## src/rtl/midi_channel_fanout_router_defines.svh

```systemverilog
// Assertion helpers used by the router top level
`ifndef MIDI_CHANNEL_FANOUT_ROUTER_DEFINES_SVH
`define MIDI_CHANNEL_FANOUT_ROUTER_DEFINES_SVH

// same-cycle implication, checked outside reset
`define MCFR_ASSERT_NOW(lbl, ante, cons, msg) \
   lbl: assert property (@(posedge clock) disable iff (reset) (ante) |-> (cons)) \
      else $error(msg);

// next-cycle implication, checked outside reset
`define MCFR_ASSERT_NEXT(lbl, ante, cons, msg) \
   lbl: assert property (@(posedge clock) disable iff (reset) (ante) |=> (cons)) \
      else $error(msg);

`endif

```

## src/rtl/mcfr_pkg.sv

```systemverilog
package mcfr_pkg;

   localparam int CHANNELS = 16;
   localparam int CH_BITS  = $clog2(CHANNELS);

   typedef logic [CHANNELS-1:0] mask_type;

   // config register indexes
   localparam int CSR_IDX_W = 3;
   localparam logic [CSR_IDX_W-1:0] CSR_MAKER_ID   = 3'd0;
   localparam logic [CSR_IDX_W-1:0] CSR_CODE_SKIP  = 3'd1;
   localparam logic [CSR_IDX_W-1:0] CSR_CODE_ADD   = 3'd2;
   localparam logic [CSR_IDX_W-1:0] CSR_CODE_RESET = 3'd3;
   localparam logic [CSR_IDX_W-1:0] CSR_CODE_CLEAR = 3'd4;

   localparam logic [7:0] RST_MAKER_ID   = 8'd125;
   localparam logic [7:0] RST_CODE_SKIP  = 8'd0;
   localparam logic [7:0] RST_CODE_ADD   = 8'd1;
   localparam logic [7:0] RST_CODE_RESET = 8'd2;
   localparam logic [7:0] RST_CODE_CLEAR = 8'd3;

   localparam logic [7:0] STATUS_SYSTEM = 8'hF0;
   localparam logic [7:0] SX_START      = 8'hF0;
   localparam logic [7:0] SX_END        = 8'hF7;
   localparam logic [7:0] SX_MIN_LEN    = 8'd4;
   localparam logic [7:0] SKIP_LEN      = 8'd7;
   localparam logic [7:0] ADD_LEN       = 8'd6;

   typedef struct packed {
      logic capture;   // latch the incoming item
      logic decode;    // classify item, update matrix, load pending set
      logic load_out;  // move next pending result into the output register
   } cmd_type;

   typedef struct packed {
      logic pend_empty;
      logic last;
   } stat_type;

endpackage

```

## src/rtl/mcfr_ctrl.sv

```systemverilog
module mcfr_ctrl (
   input  logic               clock,
   input  logic               reset,
   input  logic               req_valid,
   output logic               req_stall,
   output logic               rsp_valid,
   input  logic               rsp_stall,
   output mcfr_pkg::cmd_type  cmd,
   input  mcfr_pkg::stat_type stat
);
   import mcfr_pkg::*;

   typedef enum logic [2:0] {
      ST_IDLE   = 3'b001,
      ST_DECODE = 3'b010,
      ST_EMIT   = 3'b100
   } state_type;

   state_type state_ff, state_in;
   logic      rsp_valid_ff, rsp_valid_in;
   logic      accept;
   logic      out_free;

   assign req_stall = (state_ff != ST_IDLE);
   assign accept    = req_valid & ~req_stall;
   assign out_free  = ~rsp_valid_ff | ~rsp_stall;
   assign rsp_valid = rsp_valid_ff;

   assign cmd.capture  = accept;
   assign cmd.decode   = (state_ff == ST_DECODE);
   assign cmd.load_out = (state_ff == ST_EMIT) & ~stat.pend_empty & out_free;

   always_comb begin
      state_in = state_ff;
      case (state_ff)
         ST_IDLE: begin
            if (accept) state_in = ST_DECODE;
         end
         ST_DECODE: begin
            state_in = ST_EMIT;
         end
         ST_EMIT: begin
            if (stat.pend_empty) state_in = ST_IDLE;
            else if (out_free && stat.last) state_in = ST_IDLE;
         end
         default: state_in = ST_IDLE;
      endcase
   end

   assign rsp_valid_in = cmd.load_out | (rsp_valid_ff & rsp_stall);

   always_ff @(posedge clock) begin
      if (reset) begin
         state_ff     <= ST_IDLE;
         rsp_valid_ff <= 1'b0;
      end else begin
         state_ff     <= state_in;
         rsp_valid_ff <= rsp_valid_in;
      end
   end

endmodule

```

## src/rtl/mcfr_datapath.sv

```systemverilog
module mcfr_datapath (
   input  logic                           clock,
   input  logic                           reset,
   input  logic [7:0]                     req_status_byte,
   input  logic [7:0]                     req_data_one,
   input  logic [7:0]                     req_data_two,
   input  logic [7:0]                     req_sx_length,
   input  logic [7:0]                     req_sx_first,
   input  logic [7:0]                     req_sx_maker,
   input  logic [7:0]                     req_sx_command,
   input  logic [7:0]                     req_sx_arg_a,
   input  logic [7:0]                     req_sx_arg_b,
   input  logic [7:0]                     req_sx_arg_c,
   input  logic [7:0]                     req_sx_final,
   input  logic                           csr_we,
   input  logic [mcfr_pkg::CSR_IDX_W-1:0] csr_index,
   input  logic [7:0]                     csr_wdata,
   input  mcfr_pkg::cmd_type              cmd,
   output mcfr_pkg::stat_type             stat,
   output logic [7:0]                     rsp_out_status,
   output logic [7:0]                     rsp_out_data_one,
   output logic [7:0]                     rsp_out_data_two,
   output logic                           rsp_forward_whole,
   output logic                           rsp_last_of_run
);
   import mcfr_pkg::*;

   // config registers
   logic [7:0] maker_id_ff, code_skip_ff, code_add_ff, code_reset_ff, code_clear_ff;

   // captured item
   logic [7:0] cap_st_ff, cap_d1_ff, cap_d2_ff, cap_len_ff, cap_first_ff, cap_maker_ff;
   logic [7:0] cap_cmd_ff, cap_a_ff, cap_b_ff, cap_c_ff, cap_fin_ff;

   // routing matrix: entry s holds the target set of source channel s
   mask_type mask_ff [CHANNELS];
   mask_type mask_in [CHANNELS];

   // decoded event
   mask_type   pend_ff, pend_in, pend_dec;
   logic [7:0] ev_st_ff, ev_d1_ff, ev_d2_ff;
   logic [7:0] ev_st_dec, ev_d1_dec, ev_d2_dec;
   logic       fan_ff, fan_dec;
   logic       whole_ff, whole_dec;
   logic       act_add, act_reset, act_clear;
   logic       not_cmd;

   // emit side
   mask_type           low_bit;
   logic [CH_BITS-1:0] tgt;

   always_ff @(posedge clock) begin
      if (reset) begin
         maker_id_ff   <= RST_MAKER_ID;
         code_skip_ff  <= RST_CODE_SKIP;
         code_add_ff   <= RST_CODE_ADD;
         code_reset_ff <= RST_CODE_RESET;
         code_clear_ff <= RST_CODE_CLEAR;
      end else if (csr_we) begin
         case (csr_index)
            CSR_MAKER_ID:   maker_id_ff   <= csr_wdata;
            CSR_CODE_SKIP:  code_skip_ff  <= csr_wdata;
            CSR_CODE_ADD:   code_add_ff   <= csr_wdata;
            CSR_CODE_RESET: code_reset_ff <= csr_wdata;
            CSR_CODE_CLEAR: code_clear_ff <= csr_wdata;
            default: ;
         endcase
      end
   end

   always_ff @(posedge clock) begin
      if (cmd.capture) begin
         cap_st_ff    <= req_status_byte;
         cap_d1_ff    <= req_data_one;
         cap_d2_ff    <= req_data_two;
         cap_len_ff   <= req_sx_length;
         cap_first_ff <= req_sx_first;
         cap_maker_ff <= req_sx_maker;
         cap_cmd_ff   <= req_sx_command;
         cap_a_ff     <= req_sx_arg_a;
         cap_b_ff     <= req_sx_arg_b;
         cap_c_ff     <= req_sx_arg_c;
         cap_fin_ff   <= req_sx_final;
      end
   end

   assign not_cmd = (cap_len_ff < SX_MIN_LEN) || (cap_first_ff != SX_START) ||
                    (cap_fin_ff != SX_END) || (cap_maker_ff != maker_id_ff);

   always_comb begin
      pend_dec  = '0;
      ev_st_dec = cap_st_ff;
      ev_d1_dec = cap_d1_ff;
      ev_d2_dec = cap_d2_ff;
      fan_dec   = 1'b0;
      whole_dec = 1'b0;
      act_add   = 1'b0;
      act_reset = 1'b0;
      act_clear = 1'b0;
      if (cap_len_ff == 8'd0) begin
         if (cap_st_ff < STATUS_SYSTEM) begin
            pend_dec = mask_ff[cap_st_ff[CH_BITS-1:0]];
            fan_dec  = 1'b1;
         end else begin
            pend_dec  = mask_type'(1);
            whole_dec = 1'b1;
         end
      end else if (not_cmd) begin
         pend_dec  = mask_type'(1);
         whole_dec = 1'b1;
      end else if (cap_cmd_ff == code_skip_ff) begin
         // embedded event goes out raw, only for the exact skip length
         ev_st_dec = cap_a_ff;
         ev_d1_dec = cap_b_ff;
         ev_d2_dec = cap_c_ff;
         if (cap_len_ff == SKIP_LEN) pend_dec = mask_type'(1);
      end else if (cap_cmd_ff == code_add_ff) begin
         act_add = (cap_len_ff == ADD_LEN) && (cap_a_ff < 8'(CHANNELS)) &&
                   (cap_b_ff < 8'(CHANNELS));
      end else if (cap_cmd_ff == code_reset_ff) begin
         act_reset = 1'b1;
      end else if (cap_cmd_ff == code_clear_ff) begin
         act_clear = 1'b1;
      end
   end

   always_comb begin
      for (int i = 0; i < CHANNELS; i++) begin
         mask_in[i] = mask_ff[i];
         if (cmd.decode) begin
            if (act_clear) begin
               mask_in[i] = '0;
            end else if (act_reset) begin
               mask_in[i][i] = 1'b1;
            end else if (act_add && (cap_a_ff[CH_BITS-1:0] == CH_BITS'(i))) begin
               mask_in[i][cap_b_ff[CH_BITS-1:0]] = 1'b1;
            end
         end
      end
   end

   // pending targets go out lowest channel first
   assign low_bit = pend_ff & (~pend_ff + mask_type'(1));

   always_comb begin
      tgt = '0;
      for (int i = 0; i < CHANNELS; i++) begin
         if (low_bit[i]) tgt = tgt | CH_BITS'(i);
      end
   end

   assign stat.pend_empty = (pend_ff == '0);
   assign stat.last       = ((pend_ff & ~low_bit) == '0);

   always_comb begin
      pend_in = pend_ff;
      if (cmd.decode) pend_in = pend_dec;
      else if (cmd.load_out) pend_in = pend_ff & ~low_bit;
   end

   always_ff @(posedge clock) begin
      if (reset) begin
         pend_ff <= '0;
         for (int i = 0; i < CHANNELS; i++) begin
            mask_ff[i] <= mask_type'(1) << i;
         end
      end else begin
         pend_ff <= pend_in;
         for (int i = 0; i < CHANNELS; i++) begin
            mask_ff[i] <= mask_in[i];
         end
      end
   end

   always_ff @(posedge clock) begin
      if (cmd.decode) begin
         ev_st_ff <= ev_st_dec;
         ev_d1_ff <= ev_d1_dec;
         ev_d2_ff <= ev_d2_dec;
         fan_ff   <= fan_dec;
         whole_ff <= whole_dec;
      end
   end

   always_ff @(posedge clock) begin
      if (cmd.load_out) begin
         rsp_out_status    <= fan_ff ? {ev_st_ff[7:CH_BITS], tgt} : ev_st_ff;
         rsp_out_data_one  <= ev_d1_ff;
         rsp_out_data_two  <= ev_d2_ff;
         rsp_forward_whole <= whole_ff;
         rsp_last_of_run   <= stat.last;
      end
   end

endmodule

```

## src/rtl/midi_channel_fanout_router.sv

```systemverilog
// Channel  Handshake            Payload
// req      req_valid/req_stall  status, data bytes, sysex length and bytes
// rsp      rsp_valid/rsp_stall  out event, forward_whole, last_of_run
// csr      csr_valid/csr_ready  csr_index, csr_wdata
//
// One item at a time: capture, decode, then one result per cycle from the
// pending target set (up to 16) while the output is not stalled. An item
// with no results goes back to idle from emit. The single output register sets the pace.
// Synchronous reset restores the identity routing and register defaults.
// A stalled result holds the output register; the next item is taken once
// the last result is loaded, even if it is still waiting.
`include "midi_channel_fanout_router_defines.svh"

module midi_channel_fanout_router (
   input  logic                           clock,
   input  logic                           reset,
   input  logic                           req_valid,
   output logic                           req_stall,
   input  logic [7:0]                     req_status_byte,
   input  logic [7:0]                     req_data_one,
   input  logic [7:0]                     req_data_two,
   input  logic [7:0]                     req_sx_length,
   input  logic [7:0]                     req_sx_first,
   input  logic [7:0]                     req_sx_maker,
   input  logic [7:0]                     req_sx_command,
   input  logic [7:0]                     req_sx_arg_a,
   input  logic [7:0]                     req_sx_arg_b,
   input  logic [7:0]                     req_sx_arg_c,
   input  logic [7:0]                     req_sx_final,
   output logic                           rsp_valid,
   input  logic                           rsp_stall,
   output logic [7:0]                     rsp_out_status,
   output logic [7:0]                     rsp_out_data_one,
   output logic [7:0]                     rsp_out_data_two,
   output logic                           rsp_forward_whole,
   output logic                           rsp_last_of_run,
   input  logic                           csr_valid,
   output logic                           csr_ready,
   input  logic [mcfr_pkg::CSR_IDX_W-1:0] csr_index,
   input  logic [7:0]                     csr_wdata
);
   import mcfr_pkg::*;

   cmd_type  cmd;
   stat_type stat;

   assign csr_ready = 1'b1;

   mcfr_ctrl u_ctrl (
      .clock     (clock),
      .reset     (reset),
      .req_valid (req_valid),
      .req_stall (req_stall),
      .rsp_valid (rsp_valid),
      .rsp_stall (rsp_stall),
      .cmd       (cmd),
      .stat      (stat)
   );

   mcfr_datapath u_datapath (
      .clock             (clock),
      .reset             (reset),
      .req_status_byte   (req_status_byte),
      .req_data_one      (req_data_one),
      .req_data_two      (req_data_two),
      .req_sx_length     (req_sx_length),
      .req_sx_first      (req_sx_first),
      .req_sx_maker      (req_sx_maker),
      .req_sx_command    (req_sx_command),
      .req_sx_arg_a      (req_sx_arg_a),
      .req_sx_arg_b      (req_sx_arg_b),
      .req_sx_arg_c      (req_sx_arg_c),
      .req_sx_final      (req_sx_final),
      .csr_we            (csr_valid & csr_ready),
      .csr_index         (csr_index),
      .csr_wdata         (csr_wdata),
      .cmd               (cmd),
      .stat              (stat),
      .rsp_out_status    (rsp_out_status),
      .rsp_out_data_one  (rsp_out_data_one),
      .rsp_out_data_two  (rsp_out_data_two),
      .rsp_forward_whole (rsp_forward_whole),
      .rsp_last_of_run   (rsp_last_of_run)
   );

   // a result waiting on a stall must never be overwritten
   `MCFR_ASSERT_NOW(a_no_overwrite, cmd.load_out, !(rsp_valid && rsp_stall), "result overwritten")
   `MCFR_ASSERT_NEXT(a_load_shows, cmd.load_out, rsp_valid, "loaded result not presented")
   `MCFR_ASSERT_NEXT(a_busy_after_take, req_valid && !req_stall, req_stall, "item taken while busy")
   `MCFR_ASSERT_NOW(a_no_emit_on_take, cmd.load_out, !(req_valid && !req_stall), "emit during accept")

endmodule
```

## config.mk

```make
export PLATFORM = sky130hd
export DESIGN_NAME = midi_channel_fanout_router
export DESIGN_NICKNAME = d
export VERILOG_FILES = /design/src/rtl/mcfr_pkg.sv /design/src/rtl/mcfr_ctrl.sv /design/src/rtl/mcfr_datapath.sv /design/src/rtl/midi_channel_fanout_router.sv
export VERILOG_INCLUDE_DIRS = /design/src /design/src/rtl
export SDC_FILE = /design/constraint.sdc
export NUM_CORES = 1
export LEC_CHECK = 0
export BUFFER_PORTS_ARGS = -buffer_cell sky130_fd_sc_hd__buf_2
export CORE_MARGIN = 3
export CORE_UTILIZATION = 50
export CTS_CLUSTER_DIAMETER = 50
export CTS_CLUSTER_SIZE = 12
export DETAILED_ROUTE_END_ITERATION = 8
export PLACE_DENSITY = 0.76
export SETUP_SLACK_MARGIN = 0.15
export SYNTH_ARGS = -nofsm -noshare
export SYNTH_HDL_FRONTEND = slang
export SYNTH_SLANG_ARGS = --single-unit
```

## constraint.sdc

```tcl
create_clock -name clock -period 3.2 [get_ports clock]
set_clock_uncertainty 0.05 [all_clocks]
set_input_delay 0.16 -clock clock [delete_from_list [all_inputs] [get_ports clock]]
set_output_delay 0.16 -clock clock [all_outputs]
set_load 0.02 [all_outputs]
```

==> flow_summary_export.csv, run 1 <==
group,metric,value,unit
setup_path,slowest_delay,0.53,ns
pwr,combPwrFrac,6.8,%
finish,largest_register,"u_datapath.mask_ff",
logic_synthesis,synth_area,18300,µm²
routing,vias,13700,
pwr,seqPwrFrac,52.8,%
floorplan,rows,69,
logic_synthesis,ys_types,61,
job,drv_cap,0,
finish,final_common_cell,"dfxtp_1",
routing,wire_per_inst,23.6,µm
timing,worst_pin_slew,0.958,ns
placed_design,pre_cts_slack,0.112,ns
finish,fill_cells,2502,
logic_synthesis,ys_seq_elements,460,
timing,rsz0062_at_grt,"yes",
logic_synthesis,yosys_warnings,0,
placed_design,dp_hpwl,28.4,mm
logic_synthesis,syn_area_per_cell,12.7,µm²
timing,timing.hold.ws,0.0127,ns
cts,clk-insertion-delay-late,0.55,ns
routing,drtIter0Drc,1450,
setup_path,crit_top_cell,"or4_4",
floorplan,start_util,51.1,%
logic_synthesis,synth_edf_count,140,
floorplan,die_w,197,µm
timing,relSlewSlack,35.9,%
logic_synthesis,synth_seq_area_share,57.9,%
timing,maxSlewViolCount,0,
setup_path,required,3.60,ns
cts,clkSinkCount,460,
cts,path_clk_slew,0.06,ns
pwr,p_leak,8.04,nW
global_route,overflow,0,
pwr,p_switching,2.66,mW
timing,min_period,3.12,ns
finish,fin_nets,1772,
timing,tns,0,ns
hold_path,hp-class,"primary input to flop",
cts,cts_tree,"done",
cts,clk_path_buf_depth,3,
finish,layout_common_cells,"318 x dfxtp_1, 240 x a22o_1, 140 x edfxtp_1",
cts,cts_max_level,2,
logic_synthesis,syn-instance-count,1444,
global_route,grt_max_degree,61,
pwr,switching_share,22.5,%
setup_path,cp.arrival,3.52,ns
logic_synthesis,synth_ff_type,"dfxtp_1",
floorplan,die_area,39000,µm²
setup_path,critPathKind,"flop to flop",
timing,final_hold_viol_count,0,
routing,wl,50.9,mm
global_route,track_usage,24.5,%
global_route,antenna_found_initial,6,
routing,route.detailed.drc,0,
routing,drt_pass1_iterations,6,
setup_path,endpoint_kind,"flop",
setup_path,worstPathMaxFanout,21,
placed_design,io_buffers,131,
pwr,clock_power_share,40.4,%
floorplan,coreArea,35800,µm²
pwr,total_power,11.8,mW
placed_design,place_congestion,0.850,
finish,areaGrowthSynthToFinish,21.8,%
pwr,ir_drop,0.000425,V
logic_synthesis,async_flop_share,0,%
floorplan,die-height,197,µm
pwr,internal-power,9.15,mW
setup_path,cpMaxStageDelayCell,"or4b_4",
finish,drive_gt1_share,23.6,%
logic_synthesis,synth_fp_nets,1548,
setup_path,cp_cell_sequence,"or4b_4 -> or4_4 -> or2_4 -> or4_4 -> o21a_4 -> buf_12 -> buf_16 -> a22o_1",
setup_path,start_kind,"flop",
finish,reg.largest.list,"u_datapath.mask_ff x256, u_datapath.pend_ff x16",
global_route,grt_pass1_wl,75.4,mm
timing,setup_ws,0.0795,ns
status,status,"finished, final reports clean",
timing,setup_viol,0,
timing,fin_crit_sh,97.5,%
pwr,power.density,529,nW/µm²
cts,numCtsBuffers,44,
cts,cts-root-buf,"clkbuf_16",
global_route,grt_pass1_vias,13400,
routing,viasPerCell,6.39,
routing,drtAntennaViolNets,0,
floorplan,ioPinCount,133,
finish,largest_reg_flops,256,
timing,max_clock_freq,0.320,GHz
==> worst max-delay path: cells and delay by family (launching register included) <==
family                 cells  cell delay [ns]
DFF                        1             0.41
AOI/OAI and AO/OA          2             0.50
and+or+nand+nor            4             1.69
buffers and inverters      2             0.34
==> layout make-up <==
type / instances / area, µm² / share of cell area [%]
Clock inverter: 2 / 25.0 / 0.112
Clock buffer: 63 / 1220 / 5.49
Multi-Input combinational cell: 844 / 7160 / 32.1
Sequential cell: 460 / 10600 / 47.6
Inverter: 21 / 83.8 / 0.376
Tap cell: 461 / 577 / 2.58
Timing Repair Buffer: 297 / 2620 / 11.8
Antenna cell: 4 / 10.0 / 0.0448
==> synth_stat cells, types with 3 or more instances <==
cell	count	share of area, %
maj3_1	3	0.16
nand2_1	94	1.9
mux2_2	29	1.8
nor3b_1	3	0.12
a211oi_1	3	0.12
a22o_1	240	11
mux2i_1	8	0.44
buf_1	12	0.25
o211ai_1	20	0.82
or4_1	7	0.29
nor2_1	100	2.0
nand4b_1	3	0.14
and2_1	4	0.14
xnor2_1	27	1.3
o311ai_0	7	0.33
a22oi_1	15	0.61
o21ai_0	31	0.85
a21oi_1	31	0.85
o22ai_1	4	0.14
nor3_1	24	0.66
clkbuf_1	79	1.6
nand4_1	14	0.48
edfxtp_1	140	23
mux4_2	80	9.8
dfxtp_1	320	35
xor2_1	13	0.62
nand3_1	23	0.63
buf_2	3	0.082
inv_1	21	0.43
buf_6	24	1.5
nor2b_1	6	0.20
and3_1	3	0.10
nor4_1	12	0.41
or2_2	4	0.14
or3_1	4	0.14
nor4b_1	3	0.14
==> power by group through the flow <==
stage | combinational (mW) | sequential, mW | clock (mW)
floorplan | 0.456 | 6.29 | 0
global placement | 0.596 | 6.35 | 0
detailed placement | 0.610 | 6.35 | 0
CTS | 0.747 | 6.23 | 4.77
global route | 0.846 | 6.24 | 5.04
finish | 0.800 | 6.24 | 4.77
==> logic make-up after synthesis <==
group / Yosys count / share of synthesized area, %
DFF: 460 / 57.9
AOI/OAI and AO/OA: 370 / 16.1
and+or+nand+nor: 313 / 7.96
buffers and inverters: 140 / 3.89
muxes: 117 / 12.1
xor gates and xnor gates: 40 / 1.91
adders and majority gates: 3 / 0.164
other: 1 / 0.0205
==> layer usage <==
metal,vias up,share of wire [%],global-route usage [%]
li1,5980,-,-
met5,-,0.061,0
met2,746,49,41.0
met1,6850,38,31.5
met3,164,8.4,5.12
met4,4,3.9,9.13
==> worst paths after layout <==
| path | start | to | slack (ns) | depth (start not counted) |
|---|---|---|---|---|
| setup reg to reg | u_datapath.cap_first_ff[0] | u_datapath.mask_ff[12][7] | 0.08 | 8 |
| setup / recovery | u_datapath.cap_first_ff[0] | u_datapath.mask_ff[12][7] | 0.08 | 8 |
| hold / removal | csr_index[0] | u_datapath.code_add_ff[7] | 0.01 | 4 |
| hold reg to reg | u_datapath.whole_ff | u_datapath.rsp_forward_whole | 0.36 | 0 |
==> through the flow <==
stage,utilization [%],cells,cell area (µm²)
2_1_floorplan,-,1444,18400
3_3_place_gp,54.4,1958,19500
3_5_place_dp,54.4,1958,19500
4_1_cts,61.3,2134,21900
5_1_grt,62.3,2152,22300
6_report,62.3,2152,22300
==> what timing repair did <==
item	in CTS	in global routing
pin swaps	3	9
hold buffers	100	0
setup buffers	6	2
hold endpoints to repair	134	0
resized for setup	6	28
gates cloned	5	12
setup endpoints to repair	112	256
No activity file was read; power rests on OpenSTA's default activity.
==> run 2: changes to the inputs <==
==> constraint.sdc (replaced) <==
create_clock -name clock -period 3.2 [get_ports clock]
set_clock_uncertainty 0.05 [all_clocks]
set_input_delay 0.64 -clock clock [delete_from_list [all_inputs] [get_ports clock]]
set_output_delay 0.64 -clock clock [all_outputs]
set_load 0.02 [all_outputs]
==> flow_summary_export.csv, run 2 (synthesis results as in run 1) <==
group,metric,value,unit
routing,vias,13100,
routing,drt_pass1_iterations,8,
floorplan,coreArea,35800,µm²
floorplan,die_area,39000,µm²
routing,wire_per_inst,23.2,µm
hold_path,hold_path_depth,1,
floorplan,start_util,51.1,%
cts,clk_path_buf_depth,3,
timing,max_clock_freq,0.326,GHz
global_route,track_usage,22.4,%
setup_path,required,3.59,ns
timing,rsz0062_at_grt,"yes",
global_route,grt_max_degree,99,
routing,drtAntennaViolNets,0,
finish,largest_reg_flops,256,
floorplan,die_w,197,µm
finish,final_common_cell,"dfxtp_1",
setup_path,r2r_end,"u_datapath.mask_ff[1][4]",
placed_design,io_buffers,131,
setup_path,critPathKind,"flop to flop",
job,drv_cap,0,
setup_path,worstPathMaxFanout,15,
global_route,overflow,0,
finish,fin_nets,1687,
setup_path,rr_startpoint,"u_ctrl.state_ff[1]",
finish,final_cells,2079,
finish,largest_register,"u_datapath.mask_ff",
placed_design,place_congestion,0.827,
cts,cts_tree,"done",
cts,clkSinkCount,460,
cts,cts-root-buf,"clkbuf_16",
cts,postCtsHoldBufs,0,
hold_path,whs_endpoint,"u_datapath.cap_cmd_ff[5]",
finish,reg.largest.list,"u_datapath.mask_ff x256, u_datapath.pend_ff x16",
routing,drtIter0Drc,1364,
timing,relSlewSlack,33.0,%
timing,worst_pin_slew,1.00,ns
hold_path,hp-class,"primary input to flop",
floorplan,rows,69,
cts,numCtsBuffers,46,
global_route,grt_pass1_wl,69.5,mm
floorplan,die-height,197,µm
placed_design,dp_cells,1961,
timing,setup_viol,0,
setup_path,cp.arrival,3.46,ns
setup_path,rr_worst_depth,7,
placed_design,placed_area,19500,µm²
finish,drive_gt1_share,26.4,%
pwr,power.density,559,nW/µm²
setup_path,start_kind,"flop",
routing,wl,48.1,mm
floorplan,ioPinCount,133,
pwr,p_leak,7.75,nW
timing,fin_crit_sh,96.0,%
global_route,antenna_found_initial,9,
finish,fill_cells,2669,
timing,tns,0,ns
cts,path_clk_slew,0.06,ns
pwr,ir_drop,0.000409,V
setup_path,endpoint_kind,"flop",
timing,final_hold_viol_count,0,
cts,clk-insertion-delay-late,0.55,ns
routing,route.detailed.drc,0,
hold_path,hold_start,"req_sx_command[5]",
timing,maxSlewViolCount,0,
routing,viasPerCell,6.30,
status,status,"finished, final reports clean",
setup_path,r2r_slack,0.13,ns
timing,timing.hold.ws,0.209,ns
global_route,grt_pass1_vias,12400,
placed_design,dp_hpwl,28.5,mm
finish,stdcell_area,21600,µm²
finish,layout_common_cells,"318 x dfxtp_1, 240 x a22o_1, 140 x edfxtp_1",
timing,min_period,3.07,ns
finish,areaGrowthSynthToFinish,18.0,%
cts,cts_max_level,2,
==> run 2: cell count changes in the layout (fill, tap and decap cells not counted), sizes merged <==
cell	delta
inv	+1
buf	+8
clkinvlp	+2
clkbuf	+11
dlygate4sd3	-100
clkinv	-2
bufinv	+1
o21a	+3
diode	+3
==> run 2: power breakdown <==
group	switching, mW	internal, mW	total (mW)
sequential	0.120	6.13	6.25
combinational	0.370	0.315	0.685
clock	2.16	2.98	5.14
==> run 2: per-stage QoR <==
step	utilization [%]	setup WS (ns)	power (mW)
2_1_floorplan	-	0.150	6.74
3_3_place_gp	54.5	0.186	6.95
3_5_place_dp	54.5	0.158	6.97
4_1_cts	58.4	0.123	12.0
5_1_grt	60.3	0.0801	12.4
6_report	60.3	0.128	12.1
==> run 2: how the worst max path moves through the flow <==
stage                          startpoint                    endpoint  slack, ns
2_1_floorplan  u_datapath.cap_first_ff[3]  u_datapath.mask_ff[12][10]       0.15
3_3_place_gp   u_datapath.cap_first_ff[3]   u_datapath.mask_ff[4][13]       0.19
3_5_place_dp   u_datapath.cap_first_ff[0]   u_datapath.mask_ff[2][10]       0.16
4_1_cts        u_datapath.cap_first_ff[0]    u_datapath.mask_ff[1][7]       0.12
5_1_grt        u_datapath.cap_first_ff[0]    u_datapath.mask_ff[5][1]       0.08
6_report               u_ctrl.state_ff[1]    u_datapath.mask_ff[1][4]       0.13
==> run 2: layer usage <==
layer	global-route usage, %	vias to the layer above	share of wire, %
met5	0	-	0.042
met4	9.64	4	4.0
met3	3.80	131	7.9
met2	35.4	622	48
met1	30.9	6532	40
li1	-	5817	-
==> run 2: what timing repair did <==
action | in CTS | in global routing
pin swaps | 0 | 22
buffers inserted | 0 | 11
gates resized for setup | 0 | 39
endpoints found under the setup margin | 57 | 251
gates cloned | 0 | 24
==> run 2: final cells by class <==
cell class,instances,area (µm²),area share (%)
diodes,7,17.5,0.0811
multi-input cells,847,7220,33.4
clock buffers,72,1360,6.31
flip-flops and latches,460,10600,49.1
clock inverters,4,51.3,0.237
well taps,461,577,2.67
repair buffers,207,1670,7.75
inverters,21,86.3,0.399
==> run 2: critical path, stage by stage (launching register included) <==
cell and delay (ns):
dfxtp_1 0.36, or3b_2 0.54, nor4_1 0.34, nand4_1 0.16
or4_1 0.64, o21a_4 0.41, buf_16 0.20, a22o_1 0.25
==> run 3: changes to the inputs <==
- CORE_UTILIZATION: 50 -> 35
- PLACE_DENSITY: 0.76 -> 0.58
==> flow_summary_export.csv, run 3 (synthesis results as in run 1) <==
group,metric,value,unit
status,status,"finished, final reports clean",
setup_path,start_kind,"flop",
global_route,antenna_found_initial,4,
finish,drive_gt1_share,24.7,%
routing,wl,47.3,mm
placed_design,place_congestion,0.817,
cts,clk-insertion-delay-late,0.58,ns
global_route,grt_pass1_wl,73.6,mm
timing,min_period,3.04,ns
setup_path,critPathKind,"flop to flop",
setup_path,required,3.61,ns
finish,largest_register,"u_datapath.mask_ff",
placed_design,dp_hpwl,30.6,mm
routing,route.detailed.drc,0,
setup_path,worstPathMaxFanout,46,
global_route,grt_max_degree,61,
placed_design,io_buffers,131,
finish,areaGrowthSynthToFinish,16.8,%
routing,wire_per_inst,20.8,µm
routing,drtIter0Drc,933,
cts,cts_tree,"done",
timing,max_clock_freq,0.329,GHz
finish,final_cells,2275,
global_route,grt_pass1_vias,12500,
pwr,ir_drop,0.000389,V
placed_design,dp_cells,2190,
hold_path,hp-class,"primary input to flop",
setup_path,cp-startpoint,"u_datapath.cap_first_ff[3]",
routing,drt_pass1_iterations,5,
finish,fin_nets,1671,
setup_path,r2r_slack,0.16,ns
setup_path,rr_startpoint,"u_datapath.cap_first_ff[3]",
cts,numCtsBuffers,46,
cts,path_clk_slew,0.06,ns
cts,clk_path_buf_depth,3,
job,drv_cap,0,
timing,setup_viol,0,
floorplan,start_util,35.6,%
finish,final_util,41.5,%
cts,cts-root-buf,"clkbuf_16",
finish,final_common_cell,"dfxtp_1",
routing,vias,12500,
finish,fill_cells,4862,
setup_path,rr_worst_depth,7,
setup_path,cp.arrival,3.45,ns
routing,drtAntennaViolNets,0,
timing,tns,0,ns
floorplan,die_area,55100,µm²
finish,layout_common_cells,"318 x dfxtp_1, 240 x a22o_1, 140 x edfxtp_1",
floorplan,die_w,235,µm
timing,final_hold_viol_count,0,
timing,worst_pin_slew,0.969,ns
global_route,overflow,0,
pwr,p_leak,7.56,nW
global_route,track_usage,16.7,%
floorplan,coreArea,51500,µm²
timing,relSlewSlack,35.2,%
timing,rsz0062_at_grt,"yes",
cts,cts_max_level,2,
floorplan,rows,83,
setup_path,r2r_end,"u_datapath.mask_ff[5][14]",
setup_path,crit_end,"u_datapath.mask_ff[5][14]",
floorplan,ioPinCount,133,
routing,viasPerCell,5.47,
cts,clkSinkCount,460,
pwr,power.density,556,nW/µm²
timing,maxSlewViolCount,0,
setup_path,endpoint_kind,"flop",
floorplan,die-height,235,µm
finish,largest_reg_flops,256,
timing,fin_crit_sh,94.9,%
finish,reg.largest.list,"u_datapath.mask_ff x256, u_datapath.pend_ff x16",
==> run 3: cell count changes in the layout (fill, tap and decap cells not counted), moves of 2 or more <==
cell	change
diode_2	-4
buf_4	+2
o21a_4	-2
buf_16	-2
nor2_1	+14
nor2_2	-14
buf_12	+5
buf_6	-7
clkbuf_16	-12
==> run 3: per-stage QoR <==
step	total power [mW]	cell area (µm²)	hold WS [ns]	setup WS, ns
floorplan	6.74	18400	0.350	0.150
finish	11.9	21400	0.180	0.162
CTS	12.0	21300	0.139	0.157
detailed placement	6.99	19900	0.355	0.128
global route	12.3	21400	0.143	0.108
global placement	6.98	19900	0.353	0.160
==> run 3: worst min path at each step <==
stage | endpoint | from | cells past startpoint
6_report | u_datapath.cap_first_ff[1] | req_sx_first[1] | 1
4_1_cts | u_datapath.cap_maker_ff[5] | req_sx_maker[5] | 1
2_1_floorplan | u_datapath.rsp_forward_whole | u_datapath.whole_ff | 0
5_1_grt | u_datapath.cap_first_ff[1] | req_sx_first[1] | 1
3_5_place_dp | u_datapath.rsp_out_data_one[1] | u_datapath.ev_d1_ff[1] | 0
3_3_place_gp | u_datapath.rsp_out_data_two[6] | u_datapath.ev_d2_ff[6] | 0
==> run 3: layer usage <==
metal	global-route usage (%)	part of all wire, %
met4	5.29	2.5
met2	27.0	47
met5	0	0.019
met3	3.40	5.0
met1	22.7	45
==> run 3: what timing repair did <==
action | in CTS | in global routing
gates cloned | 2 | 1
hold buffers | 0 | 0
endpoints found under the setup margin | 194 | 142
pin swaps | 1 | 1
resized for setup | 3 | 11
buffers inserted | 2 | 4
endpoints found under the hold margin | 0 | 0
==> run 3: final cells by class <==
| class | count | area, µm² | area share [%] |
|---|---|---|---|
| sequential | 460 | 10600 | 49.6 |
| multi-input combinational | 845 | 7130 | 33.3 |
| timing repair buffer | 193 | 1360 | 6.34 |
| clock buffer | 68 | 1290 | 6.05 |
| tap | 680 | 851 | 3.98 |
| inverter | 21 | 86.3 | 0.403 |
| clock inverter | 5 | 53.8 | 0.251 |
| antenna | 3 | 7.51 | 0.0351 |
==> run 3: worst max-delay path: stages, from the launching register on <==
cell	delay, ns
edfxtp_1	0.36
or4b_1	0.51
or4_4	0.45
or2_4	0.27
or4_4	0.45
o21a_4	0.33
buf_12	0.23
a22o_1	0.25
==> run 3: report_power, final <==
part           leakage [nW]  switching, mW  internal [mW]
combinational          3.01          0.374          0.287
sequential             3.90         0.0918           6.13
clock                 0.657           2.22           2.80
